$ cat config.mk
export PLATFORM = sky130hd
export DESIGN_NAME = named_atomic_counter_table
export DESIGN_NICKNAME = d
export VERILOG_FILES = /design/src/nac_pkg.sv /design/src/nac_ram.sv /design/src/nac_queue.sv /design/src/nac_front.sv /design/src/nac_back.sv /design/src/named_atomic_counter_table.sv
export SDC_FILE = /design/constraint.sdc
export NUM_CORES = 2
export LEC_CHECK = 0
export ABC_AREA = 0
export BUFFER_PORTS_ARGS = -buffer_cell sky130_fd_sc_hd__buf_2
export CAP_MARGIN = 20
export CORE_MARGIN = 2
export CORE_UTILIZATION = 58
export CTS_CLUSTER_SIZE = 12
export DETAILED_ROUTE_END_ITERATION = 16
export GPL_TIMING_DRIVEN = 0
export HOLD_SLACK_MARGIN = 0.03
export PLACE_DENSITY = 0.82
export SLEW_MARGIN = 20
export SYNTH_ARGS = -nofsm -noshare
export SYNTH_HDL_FRONTEND = slang
export SYNTH_SLANG_ARGS = --single-unit
$ cat constraint.sdc
create_clock -name clk -period 49.4 [get_ports clk]
set_input_delay 9.88 -clock clk [delete_from_list [all_inputs] [get_ports clk]]
set_output_delay 9.88 -clock clk [all_outputs]
set_load 0.05 [all_outputs]
$ cat src/nac_pkg.sv
// ----------------------------------------------------------------------------
// Named counter table package
// Shared types, codes and sizes for the named atomic counter table.
// ----------------------------------------------------------------------------
package nac_pkg;

  localparam int ENTRIES     = 16;
  localparam int IDX_W       = $clog2(ENTRIES > 1 ? ENTRIES : 2);
  // The queue depth must be a power of two.
  localparam int QUEUE_DEPTH = 2;

  localparam logic [1:0] OP_FETCH   = 2'd0;
  localparam logic [1:0] OP_SET     = 2'd1;
  localparam logic [1:0] OP_DESTROY = 2'd2;

  localparam logic [1:0] ST_OK       = 2'd0;
  localparam logic [1:0] ST_NOTFOUND = 2'd1;
  localparam logic [1:0] ST_MISMATCH = 2'd2;
  localparam logic [1:0] ST_FULL     = 2'd3;

  typedef enum logic [1:0] {
    K_REPLY,
    K_FETCH,
    K_SET
  } nac_kind_t;

  typedef struct packed {
    logic [1:0]         op;
    logic [31:0]        key;
    logic               create_if_missing;
    logic signed [63:0] pre_increment;
    logic signed [63:0] post_increment;
    logic signed [63:0] new_value;
    logic               check_old;
    logic signed [63:0] expected_value;
  } nac_in_t;

  typedef struct packed {
    logic [1:0]         status;
    logic signed [63:0] value;
    logic               created;
  } nac_out_t;

  typedef struct packed {
    nac_kind_t          kind;
    logic [1:0]         status;
    logic [IDX_W-1:0]   idx;
    logic               created;
    logic signed [63:0] pre_increment;
    logic signed [63:0] post_increment;
    logic signed [63:0] new_value;
    logic               check_old;
    logic signed [63:0] expected_value;
  } nac_cmd_t;

endpackage

$ cat src/nac_ram.sv
// ----------------------------------------------------------------------------
// Generic RAM
// Single write port, single read port with registered read data.
// ----------------------------------------------------------------------------
module nac_ram #(
  parameter int WIDTH = 64,
  parameter int DEPTH = 16
) (
  input  logic                                     clk,
  input  logic                                     wr_en,
  input  logic [$clog2(DEPTH > 1 ? DEPTH : 2)-1:0] wr_addr,
  input  logic [WIDTH-1:0]                         wr_data,
  input  logic                                     rd_en,
  input  logic [$clog2(DEPTH > 1 ? DEPTH : 2)-1:0] rd_addr,
  output logic [WIDTH-1:0]                         rd_data
);

  logic [WIDTH-1:0] mem_r [DEPTH];

  always_ff @(posedge clk) begin
    if (wr_en) begin
      mem_r[wr_addr] <= wr_data;
    end
    if (rd_en) begin
      rd_data <= mem_r[rd_addr];
    end
  end

endmodule

$ cat src/nac_queue.sv
// ----------------------------------------------------------------------------
// Command queue
// Short FIFO that decouples the lookup front end from the counter back end.
// ----------------------------------------------------------------------------
module nac_queue
  import nac_pkg::*;
(
  input  logic     clk,
  input  logic     rst_n,
  input  logic     push,
  input  nac_cmd_t push_data,
  input  logic     pop,
  output logic     full,
  output logic     not_empty,
  output nac_cmd_t head
);

  localparam int PTR_W = $clog2(QUEUE_DEPTH > 1 ? QUEUE_DEPTH : 2);
  localparam int CNT_W = $clog2(QUEUE_DEPTH + 1);

  nac_cmd_t         slot_r [QUEUE_DEPTH];
  logic [PTR_W-1:0] wr_ptr_r, wr_ptr_nxt;
  logic [PTR_W-1:0] rd_ptr_r, rd_ptr_nxt;
  logic [CNT_W-1:0] count_r, count_nxt;

  assign full      = (count_r == CNT_W'(QUEUE_DEPTH));
  assign not_empty = (count_r != '0);
  assign head      = slot_r[rd_ptr_r];

  always_comb begin
    wr_ptr_nxt = wr_ptr_r;
    rd_ptr_nxt = rd_ptr_r;
    count_nxt  = count_r;
    if (push) begin
      wr_ptr_nxt = wr_ptr_r + PTR_W'(1);
    end
    if (pop) begin
      rd_ptr_nxt = rd_ptr_r + PTR_W'(1);
    end
    if (push && !pop) begin
      count_nxt = count_r + CNT_W'(1);
    end else if (pop && !push) begin
      count_nxt = count_r - CNT_W'(1);
    end
  end

  always_ff @(posedge clk) begin
    if (!rst_n) begin
      wr_ptr_r <= '0;
      rd_ptr_r <= '0;
      count_r  <= '0;
    end else begin
      wr_ptr_r <= wr_ptr_nxt;
      rd_ptr_r <= rd_ptr_nxt;
      count_r  <= count_nxt;
    end
    if (push) begin
      slot_r[wr_ptr_r] <= push_data;
    end
  end

endmodule

$ cat src/nac_front.sv
// ----------------------------------------------------------------------------
// Counter table front end
// Accepts requests, matches keys against the name table, allocates and frees
// entries, and queues a command for the back end.
// ----------------------------------------------------------------------------
module nac_front
  import nac_pkg::*;
(
  input  logic     clk,
  input  logic     rst_n,
  input  logic     in_valid,
  input  nac_in_t  in_data,
  output logic     in_stall,
  input  logic     q_full,
  output logic     q_push,
  output nac_cmd_t q_data
);

  logic [ENTRIES-1:0] valid_r, valid_nxt;
  logic [31:0]        key_r [ENTRIES];
  logic [ENTRIES-1:0] match;
  logic               hit, any_free, alloc;
  logic [IDX_W-1:0]   hit_idx, free_idx;

  assign in_stall = q_full;
  assign q_push   = in_valid && !q_full;

  always_comb begin
    hit      = 1'b0;
    any_free = 1'b0;
    hit_idx  = '0;
    free_idx = '0;
    for (int i = ENTRIES - 1; i >= 0; i--) begin
      match[i] = valid_r[i] && (key_r[i] == in_data.key);
      if (match[i]) begin
        hit     = 1'b1;
        hit_idx = IDX_W'(i);
      end
      if (!valid_r[i]) begin
        any_free = 1'b1;
        free_idx = IDX_W'(i);
      end
    end
  end

  always_comb begin
    alloc                 = 1'b0;
    valid_nxt             = valid_r;
    q_data.kind           = K_REPLY;
    q_data.status         = ST_NOTFOUND;
    q_data.idx            = hit_idx;
    q_data.created        = 1'b0;
    q_data.pre_increment  = in_data.pre_increment;
    q_data.post_increment = in_data.post_increment;
    q_data.new_value      = in_data.new_value;
    q_data.check_old      = in_data.check_old;
    q_data.expected_value = in_data.expected_value;
    unique case (in_data.op)
      OP_FETCH: begin
        if (hit) begin
          q_data.kind = K_FETCH;
        end else if (in_data.create_if_missing) begin
          if (any_free) begin
            alloc          = 1'b1;
            q_data.kind    = K_FETCH;
            q_data.idx     = free_idx;
            q_data.created = 1'b1;
          end else begin
            q_data.status = ST_FULL;
          end
        end
      end
      OP_SET: begin
        if (hit) begin
          q_data.kind = K_SET;
        end
      end
      OP_DESTROY: begin
        if (hit) begin
          q_data.status = ST_OK;
        end
      end
      default: begin
      end
    endcase
    if (q_push && alloc) begin
      valid_nxt[free_idx] = 1'b1;
    end
    if (q_push && in_data.op == OP_DESTROY && hit) begin
      valid_nxt[hit_idx] = 1'b0;
    end
  end

  always_ff @(posedge clk) begin
    if (!rst_n) begin
      valid_r <= '0;
    end else begin
      valid_r <= valid_nxt;
    end
    if (q_push && alloc) begin
      key_r[free_idx] <= in_data.key;
    end
  end

  a_unique_key: assert property (@(posedge clk) disable iff (!rst_n)
    $onehot0(match))
    else $error("more than one valid entry holds the same key");

  a_alloc_marks_valid: assert property (@(posedge clk) disable iff (!rst_n)
    (q_push && alloc) |=> valid_r[$past(free_idx)])
    else $error("allocated entry not marked valid");

endmodule

$ cat src/nac_back.sv
// ----------------------------------------------------------------------------
// Counter table back end
// Reads the counter store, applies add or set, writes back and holds the
// result beat in an output register.
// ----------------------------------------------------------------------------
module nac_back
  import nac_pkg::*;
(
  input  logic     clk,
  input  logic     rst_n,
  input  logic     q_not_empty,
  input  nac_cmd_t q_head,
  output logic     q_pop,
  output logic     out_valid,
  output nac_out_t out_data,
  input  logic     out_stall
);

  typedef enum logic [1:0] {
    S_IDLE,
    S_READ,
    S_DONE
  } state_t;

  state_t             state_r;
  nac_cmd_t           cmd_r;
  logic signed [63:0] acc_r;
  logic               mismatch_r;
  logic               out_valid_r;
  nac_out_t           out_data_r;

  logic               out_free;
  logic               ram_rd_en, ram_wr_en;
  logic [63:0]        ram_rd_data, ram_wr_data;
  logic signed [63:0] base;
  nac_out_t           res;

  assign out_valid = out_valid_r;
  assign out_data  = out_data_r;
  assign out_free  = !out_valid_r || !out_stall;
  assign q_pop     = (state_r == S_IDLE) && q_not_empty;
  assign ram_rd_en = q_pop && (q_head.kind != K_REPLY);
  assign base      = cmd_r.created ? 64'sd0 : $signed(ram_rd_data);

  always_comb begin
    res.status  = cmd_r.status;
    res.value   = 64'sd0;
    res.created = 1'b0;
    ram_wr_en   = 1'b0;
    ram_wr_data = acc_r + cmd_r.post_increment;
    case (cmd_r.kind)
      K_FETCH: begin
        res.status  = ST_OK;
        res.value   = acc_r;
        res.created = cmd_r.created;
        ram_wr_en   = 1'b1;
      end
      K_SET: begin
        ram_wr_data = cmd_r.new_value;
        if (mismatch_r) begin
          res.status = ST_MISMATCH;
        end else begin
          res.status = ST_OK;
          res.value  = cmd_r.new_value;
          ram_wr_en  = 1'b1;
        end
      end
      default: begin
      end
    endcase
    if (!(state_r == S_DONE && out_free)) begin
      ram_wr_en = 1'b0;
    end
  end

  nac_ram #(
    .WIDTH(64),
    .DEPTH(ENTRIES)
  ) u_count_ram (
    .clk     (clk),
    .wr_en   (ram_wr_en),
    .wr_addr (cmd_r.idx),
    .wr_data (ram_wr_data),
    .rd_en   (ram_rd_en),
    .rd_addr (q_head.idx),
    .rd_data (ram_rd_data)
  );

  always_ff @(posedge clk) begin
    if (!rst_n) begin
      state_r     <= S_IDLE;
      out_valid_r <= 1'b0;
    end else begin
      if (state_r == S_DONE && out_free) begin
        out_valid_r <= 1'b1;
      end else if (out_valid_r && !out_stall) begin
        out_valid_r <= 1'b0;
      end
      unique case (state_r)
        S_IDLE: begin
          if (q_not_empty) begin
            cmd_r   <= q_head;
            state_r <= (q_head.kind == K_REPLY) ? S_DONE : S_READ;
          end
        end
        S_READ: begin
          acc_r      <= base + cmd_r.pre_increment;
          mismatch_r <= cmd_r.check_old && (base != cmd_r.expected_value);
          state_r    <= S_DONE;
        end
        S_DONE: begin
          if (out_free) begin
            out_data_r <= res;
            state_r    <= S_IDLE;
          end
        end
        default: begin
          state_r <= S_IDLE;
        end
      endcase
    end
  end

  a_result_from_done: assert property (@(posedge clk) disable iff (!rst_n)
    $rose(out_valid_r) |-> $past(state_r == S_DONE))
    else $error("result beat loaded outside the completion state");

  a_write_once: assert property (@(posedge clk) disable iff (!rst_n)
    ram_wr_en |=> state_r == S_IDLE)
    else $error("counter written without completing the command");

  a_created_ok: assert property (@(posedge clk) disable iff (!rst_n)
    (out_valid_r && out_data_r.created) |-> out_data_r.status == ST_OK)
    else $error("created flag set on a failed request");

endmodule

$ cat src/named_atomic_counter_table.sv
// ----------------------------------------------------------------------------
// Named atomic counter table
// Associative table of signed 64-bit counters named by 32-bit keys, with
// fetch-and-add, conditional set and destroy.
// ----------------------------------------------------------------------------
// Channel   Direction  Handshake           Beat
// in_       input      in_valid/in_stall   nac_in_t request
// out_      output     out_valid/out_stall nac_out_t result
//
// The front end matches the key and updates the name table in the accept
// cycle, then queues a command. The back end takes a fetch or set through its
// idle (counter RAM read), read (add or compare) and done (write-back) states,
// and the rest through idle and done, one command at a time. Reset clears all
// entries at once, with no clearing pass. The front end keeps taking requests
// while the queue has room, even while a result beat waits under out_stall.
// ----------------------------------------------------------------------------
module named_atomic_counter_table
  import nac_pkg::*;
(
  input  logic     clk,
  input  logic     rst_n,
  input  logic     in_valid,
  input  nac_in_t  in_data,
  output logic     in_stall,
  output logic     out_valid,
  output nac_out_t out_data,
  input  logic     out_stall
);

  logic     q_push, q_pop, q_full, q_not_empty;
  nac_cmd_t q_in, q_head;

  nac_front u_front (
    .clk      (clk),
    .rst_n    (rst_n),
    .in_valid (in_valid),
    .in_data  (in_data),
    .in_stall (in_stall),
    .q_full   (q_full),
    .q_push   (q_push),
    .q_data   (q_in)
  );

  nac_queue u_queue (
    .clk       (clk),
    .rst_n     (rst_n),
    .push      (q_push),
    .push_data (q_in),
    .pop       (q_pop),
    .full      (q_full),
    .not_empty (q_not_empty),
    .head      (q_head)
  );

  nac_back u_back (
    .clk         (clk),
    .rst_n       (rst_n),
    .q_not_empty (q_not_empty),
    .q_head      (q_head),
    .q_pop       (q_pop),
    .out_valid   (out_valid),
    .out_data    (out_data),
    .out_stall   (out_stall)
  );

endmodule

==> flow_summary_export.csv <==
group,metric,value,unit
critical_path,crit_type,"in -> reg",
clock_tree,cts_tree,"built",
min_path,hold_start,"u_queue.slot_r[0][198]$_DFFE_PP_",
sta,setup-violations-final,0,
place,place_congestion,0.9764,
sta,tightest_slew,1.337,ns
critical_path,cpMaxStageDelayCell,"nor4_2",
min_path,min_delay_worst_endpoint,"u_back.cmd_r[198]$_DFFE_PP_",
pwr,switching_power,2.270,mW
synthesis,syn-num-nets,7815,
finish,postLayoutCoreUtil,66.77,%
synthesis,synth_top_cell_area_share,71.55,%
clock_tree,hold_buffers,0,
pwr,p_int,4.511,mW
place,portBuffers,363,
critical_path,path_buf_inv,8,
sta,slew_viol_final,0,
drt,drc,0,
pwr,pwr-share-comb,29.0,%
die,start_util,58.18,%
critical_path,ff2ff_setup_slack,43.07,ns
critical_path,crit_family,"buffers and inverters",
drt,avgViaCountPerCell,6.500,
drt,wl_per_cell,29.44,um
clock_tree,clock_sinks,2554,
clock_tree,cts-buffers-inserted,277,
drt,top_layer,"met5",
synthesis,synth_area_leaders,"edfxtp_1 (72%), nand2_1 (4.3%), xor2_1 (3.7%), mux2_2 (2.8%), nand3_1 (2.7%)",
clock_tree,clock_path_buffers,4,
sta,setup-tns-final,0,ns
critical_path,cp_max_fo,17,
synthesis,ys_ff_latch,2554,
global_route,grt_pass1_vias,67995,
global_route,grt-ovfl-total,0,
drt,wl_met1,105600,um
sta,finClkSkew,0.06289,ns
critical_path,worstSetupEndpointType,"flop",
die,core_area,182500,um^2
sta,hold_viol,0,
flow_run,drv_cap,0,
pwr,irDropWorstVdd,0.00004447,V
clock_tree,postCtsSetupRepairBufs,0,
critical_path,r2r_end,"u_back.acc_r[44]$_DFFE_PP_",
clock_tree,cts_resized,0,
die,pin_count,365,
drt,drtIter0Drc,10801,
min_path,hold_class,"reg -> reg",
pwr,clockPowerShare,27.6,%
die,die-area,186500,um^2
sta,period_needed,14.03,ns
clock_tree,cts.reportedPaths.clkPinSlew,0.06,ns
sta,rsz0062_at_grt,"no",
synthesis,syn-instance-count,7388,
drt,wl_met2,150600,um
drt,drt_pass1_iterations,14,
sta,whs,0.5105,ns
place,placedCellCount,10295,
finish,fin_nets,8617,
drt,ant_nets,0,
min_path,hold_depth,1,
critical_path,cp_data_arrival_time,14.63,ns
synthesis,yosysSeqAreaShare,72.01,%
pwr,p_sw_share,33.48,%
global_route,antenna_found_initial,25,
critical_path,path_cells,"buf_2 -> buf_4 -> buf_6 -> xor2_1 -> nor4_1 -> nand4_1 -> or3_1 -> nand4_1 -> nor4_2 -> nand4_1 -> nor4_2 -> buf_2 -> buf_4 -> buf_4 -> buf_2 -> buf_4",
place,dpl.hpwl,220700,um
global_route,grt_pass1_wl,449000,um
drt,via_count,69658,
critical_path,crit_cells,16,
clock_tree,insertion_delay,0.94,ns
synthesis,synth.distinct_cells,87,
critical_path,r2r-start,"u_back.cmd_r[257]$_DFFE_PP_",
pwr,power,6.781,mW
drt,wl_met3,32560,um
pwr,p_per_area,55.65,nW/um^2
critical_path,required,50.00,ns
global_route,grt_usage,33.25,%
synthesis,synth_area,106200,um^2
pwr,leakage,42.11,nW
status,status,"finished, final reports clean",
critical_path,rr_worst_depth,16,
clock_tree,cts_root_buf,"clkbuf_16",
sta,max_freq,0.07130,GHz
synthesis,ys_warn_count,0,
synthesis,synth.avg_cell_area,14.37,um^2
sta,period_share,28.39,%
global_route,grt_max_degree,51,
finish,syn_to_final_growth,14.76,%
critical_path,start_kind,"input port",
synthesis,synthArstFlopShare,0,%
critical_path,cpMostUsedCell,"buf_4",
die,chipHeight,431.9,um
finish,drive_gt1_share,15.47,%
synthesis,ys.flop_type,"edfxtp_1",
die,placementRows,157,
critical_path,max_stage_delay,0.62,ns
finish,layout.cells.non_filler,10717,
drt,routed_wl,315500,um
sta,timing.max_slew.rel_slack,10.85,%
synthesis,synth_area_leader_cell,"edfxtp_1",
synthesis,synth-edff-count,2530,
pwr,pwr-share-seq,43.5,%
die,die_w,431.9,um
clock_tree,htree_levels,5,
## metal layers
metal  up-vias  GRT usage (%)
li1      29224              -
met1     34002          40.18
met2      5317          53.96
met3      1107          6.258
met4         8          23.80
met5         -              0
## per-stage QoR
| step | setup WS [ns] | instance area [um^2] |
|---|---|---|
| 2_1_floorplan | 26.56 | 106200 |
| 3_3_place_gp | 19.18 | 111000 |
| 3_5_place_dp | 34.61 | 114000 |
| 4_1_cts | 35.55 | 121800 |
| 5_1_grt | 35.42 | 121800 |
| 6_report | 35.37 | 121800 |
## flip-flops by register name (all words and copies together) (netlist names), named ones only
register and flops:
u_back.u_count_ram.mem_r 1024, u_queue.slot_r 532, u_front.key_r 512, u_back.cmd_r 266, u_back.out_data 67, u_back.acc_r 64, u_back.u_count_ram.rd_data 64, u_front.valid_r 16
u_back.state_r 2, u_queue.count_r 2, u_back.mismatch_r 1, u_back.out_valid 1, u_queue.rd_ptr_r 1, u_queue.wr_ptr_r 1
## final cells by class
type | count | area, um^2
Timing Repair Buffer | 523 | 4335
Clock buffer | 347 | 7416
Sequential cell | 2554 | 76450
Buffer | 389 | 1848
Multi-Input combinational cell | 4394 | 28180
Fill cell | 11636 | 60640
Inverter | 51 | 191.4
Antenna cell | 21 | 52.55
Clock inverter | 53 | 385.4
Tap cell | 2385 | 2984
## logic make-up after synthesis
| logic type | count (synthesis) | share of synthesized area (%) |
|---|---|---|
| muxes | 267 | 2.827 |
| AOI/OAI and AO/OA | 804 | 5.269 |
| DFF | 2554 | 72.01 |
| xor gates and xnor gates | 687 | 5.667 |
| buffers and inverters | 440 | 1.916 |
| adders and majority gates | 131 | 1.558 |
| and+or+nand+nor | 2505 | 10.76 |
## synth_stat cells, drive strengths merged (5+ instances only)
| library cell | n |
|---|---|
| a2111oi | 11 |
| a211o | 5 |
| a211oi | 16 |
| a21boi | 11 |
| a21o | 80 |
| a21oi | 135 |
| a221oi | 7 |
| a22oi | 68 |
| a311oi | 131 |
| a31o | 6 |
| a31oi | 87 |
| and2 | 15 |
| and3 | 90 |
| and4 | 5 |
| buf | 89 |
| clkbuf | 300 |
| dfxtp | 24 |
| edfxtp | 2530 |
| ha | 129 |
| inv | 49 |
| mux2 | 263 |
| nand2 | 1227 |
| nand2b | 19 |
| nand3 | 570 |
| nand4 | 80 |
| nor2 | 193 |
| nor2b | 82 |
| nor3 | 61 |
| nor3b | 6 |
| nor4 | 109 |
| o2111ai | 6 |
| o211ai | 17 |
| o21a | 12 |
| o21ai | 139 |
| o21bai | 16 |
| o31a | 9 |
| o31ai | 20 |
| or2 | 9 |
| or3 | 16 |
| or4 | 9 |
| xnor2 | 238 |
| xor2 | 449 |
## how the worst max path moves through the flow
stage,start,to
global route,in_data[269],u_front.key_r[4][16]$_DFFE_PP_
finish,in_data[269],u_front.key_r[4][3]$_DFFE_PP_
detailed placement,in_data[269],u_front.key_r[4][13]$_DFFE_PP_
global placement,in_valid,u_queue.slot_r[0][99]$_DFFE_PP_
floorplan,in_valid,u_queue.slot_r[0][0]$_DFFE_PP_
CTS,in_data[269],u_front.key_r[4][16]$_DFFE_PP_
## power by group through the flow
| stage | clock network, mW | registers (mW) | logic, mW |
|---|---|---|---|
| 2_1_floorplan | 0 | 3.02 | 1.07 |
| 3_3_place_gp | 0 | 3.10 | 1.70 |
| 3_5_place_dp | 0 | 2.98 | 1.89 |
| 4_1_cts | 1.87 | 2.94 | 1.91 |
| 5_1_grt | 1.95 | 2.95 | 2.06 |
| 6_report | 1.87 | 2.95 | 1.97 |
## cells in the final DEF, fill, tap and decap left out, types with 30 or more instances in the layout
| master | Yosys | routed |
|---|---|---|
| nor2b_1 | 82 | 81 |
| clkbuf_16 | 0 | 286 |
| a21o_1 | 80 | 80 |
| nand4_1 | 79 | 79 |
| edfxtp_1 | 2530 | 2530 |
| nor2_1 | 193 | 165 |
| buf_6 | 36 | 55 |
| and3_1 | 90 | 89 |
| o21ai_0 | 135 | 80 |
| nand3_1 | 570 | 570 |
| a31oi_1 | 87 | 87 |
| buf_4 | 28 | 81 |
| a21oi_1 | 133 | 133 |
| nor3_1 | 61 | 55 |
| o21ai_2 | 1 | 38 |
| xor2_1 | 449 | 449 |
| nand2_1 | 1227 | 1227 |
| xnor2_1 | 238 | 238 |
| buf_16 | 0 | 30 |
| a311oi_1 | 131 | 131 |
| clkbuf_1 | 300 | 354 |
| nor4_1 | 107 | 106 |
| mux2_2 | 263 | 263 |
| inv_1 | 48 | 48 |
| a22oi_1 | 68 | 68 |
| buf_2 | 6 | 372 |
| clkinv_1 | 2 | 32 |
| buf_12 | 0 | 48 |
| ha_1 | 129 | 129 |
(Power assumes the default switching activity.)
